$ cat src/hw/rtl/ppmf_pkg.sv
// Shared types and constants of the pulse period median filter.
`timescale 1ns / 1ps

package ppmf_pkg;

    localparam int DATA_W           = 32;
    localparam int WINDOW_DEF       = 10;
    localparam logic [DATA_W-1:0] MIN_PERIOD_RESET = 32'd100;

    typedef enum logic [1:0] {
        ST_IDLE,
        ST_READ,
        ST_SORT,
        ST_DONE
    } t_state;

    typedef struct packed {
        logic load;
        logic step;
        logic phase;
    } t_sort_ctrl;

endpackage

$ cat src/hw/rtl/ppmf_ram.sv
// Generic single-port-write, single-port-read RAM with registered read data.
`timescale 1ns / 1ps

module ppmf_ram #(
    parameter int WIDTH = 32,
    parameter int DEPTH = 10,
    parameter int AW    = (DEPTH > 1) ? $clog2(DEPTH) : 1
) (
    input  logic             i_clk,
    input  logic             i_wr_en,
    input  logic [AW-1:0]    i_wr_addr,
    input  logic [WIDTH-1:0] i_wr_data,
    input  logic             i_rd_en,
    input  logic [AW-1:0]    i_rd_addr,
    output logic [WIDTH-1:0] o_rd_data
);

    logic [WIDTH-1:0] r_mem [DEPTH];
    logic [WIDTH-1:0] r_rd_data;

    always_ff @(posedge i_clk) begin
        if (i_wr_en) begin
            r_mem[i_wr_addr] <= i_wr_data;
        end
        if (i_rd_en) begin
            r_rd_data <= r_mem[i_rd_addr];
        end
    end

    assign o_rd_data = r_rd_data;

endmodule

$ cat src/hw/rtl/ppmf_sorter.sv
// Working copy of the ring, sorted by odd-even transposition, with median selection.
`timescale 1ns / 1ps

module ppmf_sorter #(
    parameter int WINDOW = ppmf_pkg::WINDOW_DEF
) (
    input  logic                        i_clk,
    input  ppmf_pkg::t_sort_ctrl        i_ctrl,
    input  logic [ppmf_pkg::DATA_W-1:0] i_load_data,
    output logic [ppmf_pkg::DATA_W-1:0] o_median
);

    logic [ppmf_pkg::DATA_W-1:0] r_buf [WINDOW];
    logic [ppmf_pkg::DATA_W-1:0] n_buf [WINDOW];

    always_comb begin
        n_buf = r_buf;
        if (i_ctrl.load) begin
            for (int i = 0; i < WINDOW - 1; i++) begin
                n_buf[i] = r_buf[i+1];
            end
            n_buf[WINDOW-1] = i_load_data;
        end else if (i_ctrl.step) begin
            for (int i = 0; i < WINDOW - 1; i++) begin
                if ((((i % 2) == 1) == i_ctrl.phase) && (r_buf[i] > r_buf[i+1])) begin
                    n_buf[i]   = r_buf[i+1];
                    n_buf[i+1] = r_buf[i];
                end
            end
        end
    end

    always_ff @(posedge i_clk) begin
        r_buf <= n_buf;
    end

    generate
        if ((WINDOW % 2) == 1) begin : g_odd
            assign o_median = r_buf[WINDOW/2];
        end else begin : g_even
            logic [ppmf_pkg::DATA_W:0] mid_sum;
            assign mid_sum  = {1'b0, r_buf[WINDOW/2-1]} + {1'b0, r_buf[WINDOW/2]};
            assign o_median = mid_sum[ppmf_pkg::DATA_W:1];
        end
    endgenerate

endmodule

$ cat src/hw/rtl/pulse_period_median_filter_top.sv
// Top level of the pulse period median filter.
// Each pulse passes through the transfer, the reading of the ring entries into the sorter,
// the sort passes and the loading of the output register; o_stall holds off a new pulse
// until that load. A new pulse is taken while the previous result still waits in the
// output register.
// Reset is synchronous and active low; it clears the timestamp, the write index and the
// per-entry valid bits, so unwritten ring entries read as zero without a clearing pass.
`timescale 1ns / 1ps

module pulse_period_median_filter_top #(
    parameter int WINDOW = ppmf_pkg::WINDOW_DEF
) (
    input  logic                        i_clk,
    input  logic                        i_rst_n,
    input  logic                        i_cfg_wr_en,
    input  logic [ppmf_pkg::DATA_W-1:0] i_cfg_wr_data,
    input  logic                        i_valid,
    output logic                        o_stall,
    input  logic [ppmf_pkg::DATA_W-1:0] i_pulse_time_us,
    output logic                        o_valid,
    input  logic                        i_stall,
    output logic [ppmf_pkg::DATA_W-1:0] o_period_us,
    output logic                        o_accepted,
    output logic [ppmf_pkg::DATA_W-1:0] o_median_period_us
);

    localparam int IDX_W = (WINDOW > 1) ? $clog2(WINDOW) : 1;
    localparam int CNT_W = $clog2(WINDOW + 1);

    ppmf_pkg::t_state r_state;
    ppmf_pkg::t_state n_state;
    logic [CNT_W-1:0] r_cnt;
    logic [CNT_W-1:0] n_cnt;

    logic [ppmf_pkg::DATA_W-1:0] r_min;
    logic [ppmf_pkg::DATA_W-1:0] r_last;
    logic [IDX_W-1:0]            r_widx;
    logic [WINDOW-1:0]           r_valid;
    logic [ppmf_pkg::DATA_W-1:0] r_period;
    logic                        r_acc;
    logic                        r_rd_vld;

    logic                        r_out_valid;
    logic [ppmf_pkg::DATA_W-1:0] r_out_period;
    logic                        r_out_acc;
    logic [ppmf_pkg::DATA_W-1:0] r_out_median;

    logic                        in_xfer;
    logic [ppmf_pkg::DATA_W-1:0] in_period;
    logic                        in_ok;
    logic                        ram_wr_en;
    logic                        ram_rd_en;
    logic [ppmf_pkg::DATA_W-1:0] ram_rd_data;
    logic [ppmf_pkg::DATA_W-1:0] load_data;
    logic [ppmf_pkg::DATA_W-1:0] median;
    logic                        out_load;
    ppmf_pkg::t_sort_ctrl        sort_ctrl;

    assign o_stall   = (r_state != ppmf_pkg::ST_IDLE);
    assign in_xfer   = i_valid && !o_stall;
    assign in_period = i_pulse_time_us - r_last;
    assign in_ok     = (in_period >= r_min);
    assign ram_wr_en = in_xfer && in_ok;
    assign load_data = r_rd_vld ? ram_rd_data : '0;

    always_comb begin
        n_state = r_state;
        n_cnt   = r_cnt;
        case (r_state)
            ppmf_pkg::ST_IDLE: begin
                if (in_xfer) begin
                    n_state = ppmf_pkg::ST_READ;
                    n_cnt   = '0;
                end
            end
            ppmf_pkg::ST_READ: begin
                if (r_cnt == CNT_W'(WINDOW)) begin
                    n_state = ppmf_pkg::ST_SORT;
                    n_cnt   = '0;
                end else begin
                    n_cnt = r_cnt + 1'b1;
                end
            end
            ppmf_pkg::ST_SORT: begin
                if (r_cnt == CNT_W'(WINDOW - 1)) begin
                    n_state = ppmf_pkg::ST_DONE;
                    n_cnt   = '0;
                end else begin
                    n_cnt = r_cnt + 1'b1;
                end
            end
            ppmf_pkg::ST_DONE: begin
                if (!r_out_valid || !i_stall) begin
                    n_state = ppmf_pkg::ST_IDLE;
                end
            end
            default: begin
                n_state = ppmf_pkg::ST_IDLE;
                n_cnt   = '0;
            end
        endcase
    end

    always_comb begin
        ram_rd_en       = 1'b0;
        out_load        = 1'b0;
        sort_ctrl.load  = 1'b0;
        sort_ctrl.step  = 1'b0;
        sort_ctrl.phase = r_cnt[0];
        case (r_state)
            ppmf_pkg::ST_READ: begin
                ram_rd_en      = (r_cnt != CNT_W'(WINDOW));
                sort_ctrl.load = (r_cnt != '0);
            end
            ppmf_pkg::ST_SORT: begin
                sort_ctrl.step = 1'b1;
            end
            ppmf_pkg::ST_DONE: begin
                out_load = !r_out_valid || !i_stall;
            end
            default: begin
                ram_rd_en = 1'b0;
            end
        endcase
    end

    always_ff @(posedge i_clk) begin
        if (!i_rst_n) begin
            r_state     <= ppmf_pkg::ST_IDLE;
            r_cnt       <= '0;
            r_min       <= ppmf_pkg::MIN_PERIOD_RESET;
            r_last      <= '0;
            r_widx      <= '0;
            r_valid     <= '0;
            r_out_valid <= 1'b0;
        end else begin
            r_state <= n_state;
            r_cnt   <= n_cnt;
            if (i_cfg_wr_en) begin
                r_min <= i_cfg_wr_data;
            end
            if (in_xfer) begin
                r_last <= i_pulse_time_us;
            end
            if (ram_wr_en) begin
                r_valid[r_widx] <= 1'b1;
                if (r_widx == IDX_W'(WINDOW - 1)) begin
                    r_widx <= '0;
                end else begin
                    r_widx <= r_widx + 1'b1;
                end
            end
            if (out_load) begin
                r_out_valid <= 1'b1;
            end else if (!i_stall) begin
                r_out_valid <= 1'b0;
            end
        end
    end

    always_ff @(posedge i_clk) begin
        if (in_xfer) begin
            r_period <= in_period;
            r_acc    <= in_ok;
        end
        if (ram_rd_en) begin
            r_rd_vld <= r_valid[r_cnt[IDX_W-1:0]];
        end
        if (out_load) begin
            r_out_period <= r_period;
            r_out_acc    <= r_acc;
            r_out_median <= median;
        end
    end

    ppmf_ram #(
        .WIDTH (ppmf_pkg::DATA_W),
        .DEPTH (WINDOW),
        .AW    (IDX_W)
    ) u_ring (
        .i_clk     (i_clk),
        .i_wr_en   (ram_wr_en),
        .i_wr_addr (r_widx),
        .i_wr_data (in_period),
        .i_rd_en   (ram_rd_en),
        .i_rd_addr (r_cnt[IDX_W-1:0]),
        .o_rd_data (ram_rd_data)
    );

    ppmf_sorter #(
        .WINDOW (WINDOW)
    ) u_sorter (
        .i_clk       (i_clk),
        .i_ctrl      (sort_ctrl),
        .i_load_data (load_data),
        .o_median    (median)
    );

    assign o_valid            = r_out_valid;
    assign o_period_us        = r_out_period;
    assign o_accepted         = r_out_acc;
    assign o_median_period_us = r_out_median;

endmodule
$ cat config.mk
export PLATFORM = sky130hd
export DESIGN_NAME = pulse_period_median_filter_top
export DESIGN_NICKNAME = d
export VERILOG_FILES = /design/src/hw/rtl/ppmf_pkg.sv /design/src/hw/rtl/ppmf_ram.sv /design/src/hw/rtl/ppmf_sorter.sv /design/src/hw/rtl/pulse_period_median_filter_top.sv
export SDC_FILE = /design/constraint.sdc
export NUM_CORES = 2
export LEC_CHECK = 0
export BUFFER_PORTS_ARGS = -buffer_cell sky130_fd_sc_hd__buf_4
export CAP_MARGIN = 20
export CORE_MARGIN = 5
export CORE_UTILIZATION = 37
export CTS_BUF_LIST = sky130_fd_sc_hd__clkbuf_8
export DETAILED_ROUTE_END_ITERATION = 8
export GPL_ROUTABILITY_DRIVEN = 1
export PLACE_DENSITY_LB_ADDON = 0.25
export SYNTH_ARGS = -nofsm -noshare
export SYNTH_HDL_FRONTEND = slang
export SYNTH_SLANG_ARGS = --single-unit
$ cat constraint.sdc
create_clock -name i_clk -period 8.2 [get_ports i_clk]
set_clock_uncertainty 0.2 [all_clocks]
set_input_delay 1.23 -clock i_clk [delete_from_list [all_inputs] [get_ports i_clk]]
set_output_delay 1.23 -clock i_clk [all_outputs]
set_load 0.03 [all_outputs]
==> results.md <==
- The run finished with clean final reports.
- The detail-routed net length per standard cell is 21.1 µm.
- The clock root buffer is sky130_fd_sc_hd__clkbuf_8.
- The number of I/O port buffers is 135.
- The count of nets left with antenna violations after detail routing is 0.
- The most used flip-flop cell after synthesis is sky130_fd_sc_hd__edfxtp_1.
- The number of gates resized after CTS was 0.
- After technology mapping, the gate count stands at 3427.
- The type of the worst min-delay path is register to register.
- The average size of a mapped cell is 12.9 µm².
- The maximum clock insertion buffer count is 3.
- The clock period could shrink to 6580 ps.
- For this run, design rule violations remaining after detail routing come to 0.
- The number of hold-slack violations in the final timing report is 0.
- The worst setup path is launched from a primary input.
- The total number of clock tree sinks is 856.
- In the routed layout, each cell is associated on average with a via count of 5.39.
- The data arrival time at the worst-slack endpoint is 6910 ps.
- For the pin with the worst max-slew slack, the measured transition is 1050 ps.
- The floorplan has 126 rows.
- The initial DRC count is 2006.
- The headroom to the max-slew limit is 29.3%.
- The total die area is 126000 µm².
- For this design the top-level I/O count stands at 136.
- The first global-routing pass estimated 172 mm of wire.
- The cell area after layout is 50200 µm².
- The top achievable clock speed is 152 MHz.
- The category of the critical setup timing path is primary input to register.
- The signal on the critical path passes through buf_4 > inv_1 > ha_1 > inv_1 > fa_1 > a21o_1 > a21oi_1 > o211ai_1 > a21boi_0 > o21ai_0 > a21o_1 > a21oi_1 > xnor2_1 > ha_1 > a21o_1 > a21oi_1 > o211ai_1 > o21a_1 > o21ai_1 > a211oi_1 > and3_2 > buf_12.
- The number of global-route vias before repair is 28300.
- The proportion of synthesized chip area in sequential cells is 56.3%.
- The cell at the slowest stage of the critical path is sky130_fd_sc_hd__a211oi_1.
- The initial antenna violation count is 5.
- The tightest hold margin is 216 ps.
- The number of enable-type register cells in the synthesized netlist is 771.
- TritonCTS built the clock tree.
- The number of synthesized register bits is 856.
- The area added between synthesis and finish is 13.7%.
- The overall die height is 355 µm.
- After detailed routing, the total wire length is 112 mm.
- The effective utilization at floorplan is 37.3%.
- The number of buffers created by CTS is 152.
- Prior to clock tree synthesis, the placed netlist has a worst setup slack of 723 ps.
- Across the whole layout, storage elements account for 24900 µm².
- Leaving out fill and tap cells, the most frequent cells in the layout are 771 x sky130_fd_sc_hd__edfxtp_1, 458 x sky130_fd_sc_hd__inv_1, 389 x sky130_fd_sc_hd__ha_1.
- The mapped netlist covers 44100 µm².
- Dividing total power by cell area gives a power density of 286 nW/µm².
- The maximum fanout along the worst path is 18.
- Setup repair after global routing left no endpoint under its margin.
- The count of maximum capacitance violations is 0.
- The number of setup violations in the final report is 0.
- The share of post-route cells with drive strength above 1 is 14.7%.
- Fill cells in the final layout number 11000.
- The setup check on the worst reg-to-reg path leaves a slack of 1840 ps.
- The count of final max-slew check failures is 0.
- The number of setup buffers added after CTS is 0.
- For this run, the share of the core covered by cells in the final layout is 42.4%.
- After clock tree synthesis, the flow added hold-fix buffers numbering 0.
- The worst path setup slack after routing is 1620 ps.
- The delay of the slowest cell on the worst path is 800 ps.
- In this run the number of H-tree levels came out at 4.
- Dividing the final minimum period by the clock period gives 80.3%.
- The clock-pin slew of the registers on the worst-case setup and hold paths is 60 ps.
- The weighted congestion at the end of routability-driven global placement is 0.857.
- The category of the worst setup path capture point is a register.
- After floorplanning, the core was sized to cover 118000 µm².
- The clock latency of the later-clocked register in the worst-skew pair is 850 ps.
- The total number of vias is 28600.
- The worst-case vdd ir drop is 0.144 mV.
- The total number of nets in the final design is 4109.
- The static power due to leakage is 20.0 nW.
- The leading cell type in the layout, fill and taps excluded is sky130_fd_sc_hd__edfxtp_1.
- The first detailed-routing pass took 5 iterations.
- The remaining global-route overflow is 0.
- The global-route total usage across every layer is 17.4%.
- The post-synthesis cell type count is 90.
- The final sum of negative setup slack is 0 ps.
- Entering global routing, the biggest net connects 72 pins.
- The async set-or-reset flop fraction in the synthesized netlist is 0%.
- The post-synthesis net count is 3887.
- The placement-stage cell area is 47200 µm².
- The HPWL after detailed placement is 78.1 mm.
- The overall die width is 355 µm.
- The multi-input combinational cells in the finished layout cover a total of 17300 µm².
- For the worst setup path, the data required time is 8530 ps.
- The number of synthesis warnings is 0.
flip-flops by register name, indices dropped and copies added, names as in the netlist, 2 cells and up:
| register | cells |
|---|---|
| u_sorter.r_buf | 320 |
| r_last | 32 |
| u_ring.r_mem | 320 |
| r_period | 32 |
| r_cnt | 4 |
| r_state | 2 |
| r_valid | 10 |
| r_min | 32 |
| u_ring.o_rd_data | 32 |
| o_median_period_us | 32 |
| o_period_us | 32 |
| r_widx | 4 |
kinds of logic after synthesis:
family	count (synthesis)	share of synthesized area, %
flops	856	56.3
mux	164	5.68
xor+xnor	55	1.09
compound gates	858	14.7
buf+inv	540	4.71
simple gates	563	6.38
fa+ha+maj	391	11.1
final cells by class:
cell class	count	area share [%]
repair buffers	200	3.16
inverters	408	3.05
clock inverters	114	1.41
multi-input cells	2031	34.6
flip-flops and latches	856	49.6
clock buffers	159	4.36
well taps	1536	3.83
diodes	2	0.00998
worst paths after layout:
path	end	from	cells after the start
worst max register to register	u_ring.r_mem[4][6]	r_last[0]	20
worst min-delay path	o_period_us[6]	r_period[6]	0
worst max-delay path	u_ring.r_mem[4][6]	i_pulse_time_us[0]	22
worst min register to register	o_period_us[6]	r_period[6]	0
through the flow:
stage,power (mW),cells
after global routing,15.2,5305
after global placement,10.5,5026
after CTS,14.5,5300
after floorplan,9.08,3427
after detailed placement,10.6,5027
final,14.3,5306
Yosys cell counts, types with 6 or more instances:
library cell                 n  area [µm²]
sky130_fd_sc_hd__edfxtp_1  771       23200
sky130_fd_sc_hd__inv_1     406        1520
sky130_fd_sc_hd__ha_1      389        4870
sky130_fd_sc_hd__a22o_1    194        1700
sky130_fd_sc_hd__nand2_1   186         698
sky130_fd_sc_hd__a21oi_1   170         851
sky130_fd_sc_hd__a21o_1    135        1010
sky130_fd_sc_hd__clkbuf_1   98         368
sky130_fd_sc_hd__nor2_1     95         357
sky130_fd_sc_hd__nor2b_1    87         544
sky130_fd_sc_hd__dfxtp_1    85        1700
sky130_fd_sc_hd__nand4_1    74         463
sky130_fd_sc_hd__mux2i_1    66         661
sky130_fd_sc_hd__mux4_2     66        1490
sky130_fd_sc_hd__o21ai_0    53         265
sky130_fd_sc_hd__a211oi_1   41         308
sky130_fd_sc_hd__xnor2_1    41         359
sky130_fd_sc_hd__a32o_1     39         390
sky130_fd_sc_hd__o221ai_1   36         315
sky130_fd_sc_hd__a21boi_0   35         263
sky130_fd_sc_hd__mux2_2     32         360
sky130_fd_sc_hd__nor3_1     22         110
sky130_fd_sc_hd__buf_2      21         105
sky130_fd_sc_hd__nand3_1    17        85.1
sky130_fd_sc_hd__o21a_1     17         128
sky130_fd_sc_hd__o21bai_1   17         128
sky130_fd_sc_hd__xor2_1     14         123
sky130_fd_sc_hd__nand2b_1   13        81.3
sky130_fd_sc_hd__o211ai_1   13        97.6
sky130_fd_sc_hd__and3_1     12        75.1
sky130_fd_sc_hd__o31ai_1    11        82.6
sky130_fd_sc_hd__a31oi_1    10        62.6
sky130_fd_sc_hd__and2_1     10        62.6
sky130_fd_sc_hd__buf_1      10        37.5
sky130_fd_sc_hd__or3_1      10        62.6
sky130_fd_sc_hd__or2_2       8        50.1
sky130_fd_sc_hd__a211o_1     7        61.3
sky130_fd_sc_hd__nor4_1      7        43.8
sky130_fd_sc_hd__a221oi_1    6        52.6
per-layer routing:
metal	GRT usage, %	part of all wire (%)	vias up
met5	0	0	-
met3	3.17	5.4	161
met4	4.48	2.0	0
li1	-	-	13500
met2	27.3	45	756
met1	25.2	47	14200
power breakdown:
part	switching, mW	total, mW	internal [mW]
registers	0.479	6.34	5.86
clock network	1.86	3.82	1.96
logic	2.56	4.19	1.63
worst max-delay path, delay by kind of cell:
family                     cells  cell delay, ps
AOI/OAI and AO/OA             13            3220
adders and majority gates      3             970
and+or+nand+nor                1             700
buffers and inverters          4             470
xor gates and xnor gates       1             280
Note: power is estimated with default switching activity, not from simulation.
